## config.mk

```make
export PLATFORM = sky130hd
export DESIGN_NAME = antialiased_disc_alpha
export DESIGN_NICKNAME = d
export VERILOG_FILES = /design/src/rtl/adp_pkg.sv /design/src/rtl/antialiased_disc_alpha.sv /design/src/rtl/adp_front.sv /design/src/rtl/adp_sqrt.sv /design/src/rtl/adp_back.sv
export SDC_FILE = /design/constraint.sdc
export NUM_CORES = 2
export LEC_CHECK = 0
export ABC_AREA = 0
export BUFFER_PORTS_ARGS = -buffer_cell sky130_fd_sc_hd__buf_4
export CAP_MARGIN = 20
export CORE_MARGIN = 4
export CORE_UTILIZATION = 50
export CTS_BUF_LIST = sky130_fd_sc_hd__clkbuf_4
export CTS_CLUSTER_SIZE = 24
export DETAILED_ROUTE_END_ITERATION = 16
export GPL_TIMING_DRIVEN = 0
export PLACE_DENSITY = 0.65
export SETUP_SLACK_MARGIN = 0.02
export SLEW_MARGIN = 20
export SYNTH_ARGS = -nofsm -noshare
export SYNTH_HDL_FRONTEND = slang
export SYNTH_SLANG_ARGS = --single-unit
```

## constraint.sdc

```tcl
create_clock -name clk -period 7.12 [get_ports clk]
set_clock_uncertainty 0.1 [all_clocks]
set_input_delay 1.068 -clock clk [delete_from_list [all_inputs] [get_ports clk]]
set_output_delay 1.068 -clock clk [all_outputs]
set_load 0.03 [all_outputs]
```

## src/rtl/adp_pkg.sv

```systemverilog
package adp_pkg;

    localparam int COORD_W      = 12;
    localparam int SIZE_W       = 13;
    localparam int RAD_W        = 12;
    localparam int SQ_W         = 2 * RAD_W;
    localparam int Q_W          = SQ_W + 1;
    localparam int Q_IN_W       = 2 * (RAD_W - 1) + 1;
    localparam int FRAC_W       = 8;
    localparam int REM_W        = Q_IN_W + 2 * FRAC_W;
    localparam int ROOT_W       = RAD_W + FRAC_W;
    localparam int OFS_W        = 26;
    localparam int ALPHA_W      = 8;

    localparam int MAX_SIZE     = 4096;
    localparam int EDGE_WIDTH   = 64;
    localparam int EDGE_SHIFT   = $clog2(EDGE_WIDTH * (1 << FRAC_W));

    localparam logic [SIZE_W-1:0] SIZE_RESET = SIZE_W'(256);

    localparam int FRONT_STAGES = 3;
    localparam int ADP_LATENCY  = FRONT_STAGES + ROOT_W + 1;

    typedef struct packed {
        logic [COORD_W-1:0] pixel_x;
        logic [COORD_W-1:0] pixel_y;
    } pix_in_t;

    typedef struct packed {
        logic [ALPHA_W-1:0] alpha;
        logic [OFS_W-1:0]   byte_offset;
    } pix_out_t;

    typedef struct packed {
        logic               in_disc;
        logic [ROOT_W-1:0]  root;
        logic [REM_W-1:0]   rem;
        logic [RAD_W-1:0]   radius;
        logic [OFS_W-1:0]   offset;
    } sq_t;

endpackage

```

## src/rtl/antialiased_disc_alpha.sv

```systemverilog
// Antialiased disc alpha generator.
// Input: pixel word (pixel_x, pixel_y), taken on a rising edge with start high
// and busy low. One word may be taken on every clock; busy is high only while
// reset is applied and for the first edge after its release.
// Output: one result word (alpha, byte_offset) per input word, in input order,
// shown for one cycle with done high. The receiver cannot stall, so the
// pipeline always advances and never needs to hold a word back.
// Pipeline: the accepting edge registers the word into the first of 3 front
// stages (clamp and distance, squares and row product, sum and compare), then
// one stage per bit of the 20-bit square root, and one output stage;
// throughput one pixel per clock.
// Configuration: cfg_we writes cfg_wdata to sprite_size; write it only while
// no pixel is in flight. Reset sets sprite_size to 256 and empties the
// pipeline; no result is produced until a new pixel is accepted.
module antialiased_disc_alpha
    import adp_pkg::*;
(
    input  logic              clk,
    input  logic              rst_n,
    input  logic              start,
    output logic              busy,
    input  pix_in_t           pixel,
    input  logic              cfg_we,
    input  logic [SIZE_W-1:0] cfg_wdata,
    output logic              done,
    output pix_out_t          result
);

    logic busy_reg;
    logic accept;
    logic f_valid;
    sq_t  f_word;
    logic s_valid;
    sq_t  s_word;

    always_ff @(posedge clk or negedge rst_n)
    begin
        if (!rst_n)
        begin
            busy_reg <= 1'b1;
        end
        else
        begin
            busy_reg <= 1'b0;
        end
    end

    assign busy   = busy_reg;
    assign accept = start && !busy_reg;

    adp_front u_front (
        .clk       (clk),
        .rst_n     (rst_n),
        .cfg_we    (cfg_we),
        .cfg_wdata (cfg_wdata),
        .in_valid  (accept),
        .pix       (pixel),
        .out_valid (f_valid),
        .out_word  (f_word)
    );

    adp_sqrt u_sqrt (
        .clk       (clk),
        .rst_n     (rst_n),
        .in_valid  (f_valid),
        .in_word   (f_word),
        .out_valid (s_valid),
        .out_word  (s_word)
    );

    adp_back u_back (
        .clk      (clk),
        .rst_n    (rst_n),
        .in_valid (s_valid),
        .in_word  (s_word),
        .done     (done),
        .result   (result)
    );

endmodule

```

## src/rtl/adp_front.sv

```systemverilog
module adp_front
    import adp_pkg::*;
(
    input  logic               clk,
    input  logic               rst_n,
    input  logic               cfg_we,
    input  logic [SIZE_W-1:0]  cfg_wdata,
    input  logic               in_valid,
    input  pix_in_t            pix,
    output logic               out_valid,
    output sq_t                out_word
);

    logic [SIZE_W-1:0]  size_reg;
    logic [SIZE_W-1:0]  side;
    logic [RAD_W-1:0]   rad;
    logic [COORD_W-1:0] adx;
    logic [COORD_W-1:0] ady;

    logic               v1_reg;
    logic [SIZE_W-1:0]  s1_reg;
    logic [RAD_W-1:0]   r1_reg;
    logic [COORD_W-1:0] x1_reg;
    logic [COORD_W-1:0] y1_reg;
    logic [COORD_W-1:0] adx1_reg;
    logic [COORD_W-1:0] ady1_reg;

    logic               v2_reg;
    logic [SQ_W-1:0]    sqx2_reg;
    logic [SQ_W-1:0]    sqy2_reg;
    logic [SQ_W-1:0]    rr2_reg;
    logic [Q_W-1:0]     ys2_reg;
    logic [COORD_W-1:0] x2_reg;
    logic [RAD_W-1:0]   r2_reg;

    logic [Q_W-1:0]     q_sum;
    logic [Q_W-1:0]     ofs_sum;
    logic               in_disc;
    logic               v3_reg;
    sq_t                w3_reg;
    sq_t                w3_next;

    always_ff @(posedge clk or negedge rst_n)
    begin
        if (!rst_n)
        begin
            size_reg <= SIZE_RESET;
        end
        else if (cfg_we)
        begin
            size_reg <= cfg_wdata;
        end
    end

    always_comb
    begin
        if (size_reg == '0)
        begin
            side = SIZE_W'(1);
        end
        else if (size_reg > SIZE_W'(MAX_SIZE))
        begin
            side = SIZE_W'(MAX_SIZE);
        end
        else
        begin
            side = size_reg;
        end
        rad = side[SIZE_W-1:1];
        adx = (pix.pixel_x >= rad) ? pix.pixel_x - rad : rad - pix.pixel_x;
        ady = (pix.pixel_y >= rad) ? pix.pixel_y - rad : rad - pix.pixel_y;
    end

    always_comb
    begin
        q_sum   = Q_W'(sqx2_reg) + Q_W'(sqy2_reg);
        ofs_sum = ys2_reg + Q_W'(x2_reg);
        in_disc = (q_sum <= Q_W'(rr2_reg));
        w3_next.in_disc = in_disc;
        w3_next.root    = '0;
        w3_next.rem     = in_disc ? {q_sum[Q_IN_W-1:0], {(2*FRAC_W){1'b0}}} : '0;
        w3_next.radius  = r2_reg;
        w3_next.offset  = {ofs_sum[OFS_W-3:0], 2'b00};
    end

    always_ff @(posedge clk or negedge rst_n)
    begin
        if (!rst_n)
        begin
            v1_reg <= 1'b0;
            v2_reg <= 1'b0;
            v3_reg <= 1'b0;
        end
        else
        begin
            v1_reg <= in_valid;
            v2_reg <= v1_reg;
            v3_reg <= v2_reg;
        end
    end

    always_ff @(posedge clk)
    begin
        s1_reg   <= side;
        r1_reg   <= rad;
        x1_reg   <= pix.pixel_x;
        y1_reg   <= pix.pixel_y;
        adx1_reg <= adx;
        ady1_reg <= ady;

        sqx2_reg <= SQ_W'(adx1_reg) * SQ_W'(adx1_reg);
        sqy2_reg <= SQ_W'(ady1_reg) * SQ_W'(ady1_reg);
        rr2_reg  <= SQ_W'(r1_reg) * SQ_W'(r1_reg);
        ys2_reg  <= Q_W'(y1_reg) * Q_W'(s1_reg);
        x2_reg   <= x1_reg;
        r2_reg   <= r1_reg;

        w3_reg   <= w3_next;
    end

    assign out_valid = v3_reg;
    assign out_word  = w3_reg;

endmodule

```

## src/rtl/adp_sqrt.sv

```systemverilog
module adp_sqrt
    import adp_pkg::*;
(
    input  logic clk,
    input  logic rst_n,
    input  logic in_valid,
    input  sq_t  in_word,
    output logic out_valid,
    output sq_t  out_word
);

    localparam int TRIAL_W = REM_W + 1;

    logic [ROOT_W-1:0] vld_reg;
    sq_t               stage_reg [ROOT_W];

    for (genvar g = 0; g < ROOT_W; g++)
    begin : g_bit
        localparam int B = ROOT_W - 1 - g;

        logic               cur_valid;
        sq_t                cur;
        sq_t                stage_next;
        logic [TRIAL_W-1:0] trial;
        logic               take;

        if (g == 0)
        begin : g_first
            assign cur_valid = in_valid;
            assign cur       = in_word;
        end
        else
        begin : g_rest
            assign cur_valid = vld_reg[g-1];
            assign cur       = stage_reg[g-1];
        end

        always_comb
        begin
            trial = (TRIAL_W'(cur.root) << (B + 1)) + (TRIAL_W'(1) << (2 * B));
            take  = ({1'b0, cur.rem} >= trial);
            stage_next = cur;
            if (take)
            begin
                stage_next.root = cur.root | (ROOT_W'(1) << B);
                stage_next.rem  = cur.rem - trial[REM_W-1:0];
            end
        end

        always_ff @(posedge clk or negedge rst_n)
        begin
            if (!rst_n)
            begin
                vld_reg[g] <= 1'b0;
            end
            else
            begin
                vld_reg[g] <= cur_valid;
            end
        end

        always_ff @(posedge clk)
        begin
            stage_reg[g] <= stage_next;
        end
    end

    assign out_valid = vld_reg[ROOT_W-1];
    assign out_word  = stage_reg[ROOT_W-1];

endmodule

```

## src/rtl/adp_back.sv

```systemverilog
module adp_back
    import adp_pkg::*;
(
    input  logic     clk,
    input  logic     rst_n,
    input  logic     in_valid,
    input  sq_t      in_word,
    output logic     done,
    output pix_out_t result
);

    localparam int PROD_W = ROOT_W + 8;
    localparam int A_W    = PROD_W - EDGE_SHIFT;

    logic [ROOT_W-1:0] diff;
    logic [PROD_W-1:0] prod;
    logic [A_W-1:0]    scaled;
    pix_out_t          result_next;
    pix_out_t          result_reg;
    logic              done_reg;

    always_comb
    begin
        diff   = {in_word.radius, {FRAC_W{1'b0}}} - in_word.root;
        prod   = {diff, 8'b0} - PROD_W'(diff);
        scaled = prod[PROD_W-1:EDGE_SHIFT];
        if (!in_word.in_disc)
        begin
            result_next.alpha = '0;
        end
        else if (|scaled[A_W-1:ALPHA_W])
        begin
            result_next.alpha = '1;
        end
        else
        begin
            result_next.alpha = scaled[ALPHA_W-1:0];
        end
        result_next.byte_offset = in_word.offset;
    end

    always_ff @(posedge clk or negedge rst_n)
    begin
        if (!rst_n)
        begin
            done_reg <= 1'b0;
        end
        else
        begin
            done_reg <= in_valid;
        end
    end

    always_ff @(posedge clk)
    begin
        result_reg <= result_next;
    end

    assign done   = done_reg;
    assign result = result_reg;

endmodule

```

==> qor.yml <==
sta:
  finalSetupViolations: 0
  fin_crit_ps: 6670
  slew_headroom_pct: 32.9
  fin_crit_sh_pct: 93.7
  finalHoldViolCount: 0
  fmaxAchievable_mhz: 150
  setup_tns_ps: 0
  worst_pin_slew_ps: 981
  drv_slew: 0
  rsz0062_at_grt: "false"
place:
  io_buffer_count: 74
  gp_congestion: 0.845
  place_hpwl_mm: 104
drt:
  final_antenna_net_count: 0
  wl_met1_mm: 56.6
  met3_wirelength_mm: 6.06
  route.top_layer_used: "met5"
  drc: 0
  drtIter0Drc: 1737
  routed-wl-met2_mm: 68.9
  routed_wl_mm: 136
  vias_per_cell: 4.86
  wl_per_cell_um: 14.3
  vias: 45900
  drtPass1Iterations: 7
global_routing:
  grt_pass1_vias: 47900
  grt_use_total_pct: 18.3
  gr-total-overflow: 0
  grt_pass1_wl_mm: 228
  antenna_found_initial: 5
  grt_max_degree: 39
clock_network:
  cts_tree: "yes"
  cts_made_buffers: 426
  post-cts-setup-buffers: 0
  clk_path_buf_depth: 4
  numClockSinks: 1750
  worst_skew_pair.late_latency_ps: 1260
  cts.htree.levels: 5
  root_buffer: "clkbuf_4"
  clk_pin_slew_ps: 70
worst_setup_path:
  end_kind: "register"
  path_max_fanout: 10
  crit_type: "register to register"
  critPathLaunchType: "register"
  crit_required_ps: 8110
  crit_arrival_ps: 7660
synthesis:
  yosys_most_used_dff: "dfxtp_1"
  syn_area_per_cell_sq_um: 10.7
  synth_edf_count: 0
  synth_cell_types: 85
  ys_ff_latch: 1750
  async_flop_share_pct: 2.17
  synth.cell_area_sq_um: 72000
  synth_seq_area_share_pct: 48.9
  yosysWarningCount: 0
  syn_inst: 6712
layout:
  drive_gt1_share_pct: 11.8
  nNetsFinal: 8245
  final_common_cell: "dfxtp_1"
  largest_register_ffs: 1443
  area_delta_synth_final_pct: 12.1
  most-common-layout-cells: "dfxtp_1, inv_1, clkbuf_4"
floorplan:
  fp.dieArea_sq_um: 150000
  initial_core_util_pct: 50.6
  core_sq_um: 142000
  die_w_um: 387
  die_height_um: 387
  num_io_pins: 77
  rows: 138
worst_hold_path:
  hp-class: "register to register"
run_status:
  status: "complete, no violations"
flow_run:
  maxCapViolations: 0
timing repair:
item / CTS / global route
hold buffers: 43 / 0
setup endpoints to repair: 4 / 4
cloned: 0 / 0
endpoints found under the hold margin: 76 / 0
gates resized for setup: 5 / 20
routing by layer:
metal,track usage (%),vias to the layer above
met3,3.96,301
met5,0,-
met2,32.7,923
li1,-,23100
met1,21.2,21600
met4,7.63,2
kinds of logic after synthesis:
| logic type | share of synthesized area (%) |
|---|---|
| flops | 48.9 |
| simple gates | 10.4 |
| buf+inv | 5.79 |
| fa+ha+maj | 20.2 |
| compound gates | 8.13 |
| xor+xnor | 5.31 |
| mux | 1.17 |
| other cells | 0.00521 |
path summary, 6_finish.rpt:
kind	startpoint	endpoint	slack, ps	cells past startpoint
max in group asynchronous	rst_n	u_front.size_reg[11]	6310	2
worst min register to register	u_sqrt.stage_reg[4][5]	u_sqrt.stage_reg[4][103]	160	0
min in group asynchronous	rst_n	u_front.size_reg[10]	240	2
worst max register to register	u_front.r1_reg[0]	u_front.ys2_reg[23]	450	19
worst max-delay path	u_front.r1_reg[0]	u_front.ys2_reg[23]	450	19
worst min-delay path	u_sqrt.stage_reg[4][5]	u_sqrt.stage_reg[4][103]	160	0
worst max-delay path, cell delays in order, from the launching register on:
cell	delay, ps
dfxtp_1	620
clkbuf_1	730
and2_1	270
fa_1	430
fa_1	470
fa_1	510
fa_1	560
inv_1	60
fa_1	520
inv_1	40
ha_1	350
and2_1	200
a31o_2	220
a31oi_2	210
a211oi_1	140
a211o_1	290
or4_1	430
a31oi_1	190
o21bai_1	90
xnor2_1	120
cells in the mapped netlist (35+ instances only):
| master | n | area (sq um) |
|---|---|---|
| dfxtp_1 | 1712 | 34300 |
| inv_1 | 981 | 3680 |
| ha_1 | 574 | 7180 |
| nand2_1 | 389 | 1460 |
| fa_1 | 368 | 7370 |
| nor2_1 | 288 | 1080 |
| a21oi_1 | 286 | 1430 |
| xnor2_1 | 266 | 2330 |
| and2_1 | 204 | 1280 |
| o21ai_0 | 196 | 981 |
| xor2_1 | 170 | 1490 |
| nor3_1 | 122 | 611 |
| a21o_1 | 107 | 803 |
| clkbuf_1 | 106 | 398 |
| nand2b_1 | 70 | 438 |
| nand3_1 | 68 | 340 |
| o21a_1 | 67 | 503 |
| nor2b_1 | 61 | 382 |
| mux2_2 | 59 | 664 |
| nor4_1 | 54 | 338 |
| or2_2 | 39 | 244 |
| dfrtp_1 | 36 | 901 |
| nand4_1 | 35 | 219 |
through the flow:
step | area, sq um | hold slack, ps | instances | setup WS (ps) | util, %
after CTS | 80700 | 28.7 | 9451 | 21.1 | 56.7
after floorplan | 72000 | 210 | 6715 | 1010 | -
final | 80700 | 163 | 9457 | 449 | 56.7
after global routing | 80700 | 113 | 9455 | 75.7 | 56.7
after detailed placement | 74900 | 212 | 8680 | -302 | 52.7
after global placement | 74900 | 210 | 8679 | -286 | 52.6
area by class of cell:
type	instances	area, sq um
multi-input cells	3859	32600
plain buffers	122	489
inverters	984	3690
repair buffers	119	996
clock inverters	103	591
clock buffers	625	4690
well taps	1890	2360
flip-flops and latches	1750	35200
diodes	5	12.5
fillers	12300	61600
Power is not shown: default switching activity piles up to over one toggle a cycle in this logic, so the estimate is an artifact.
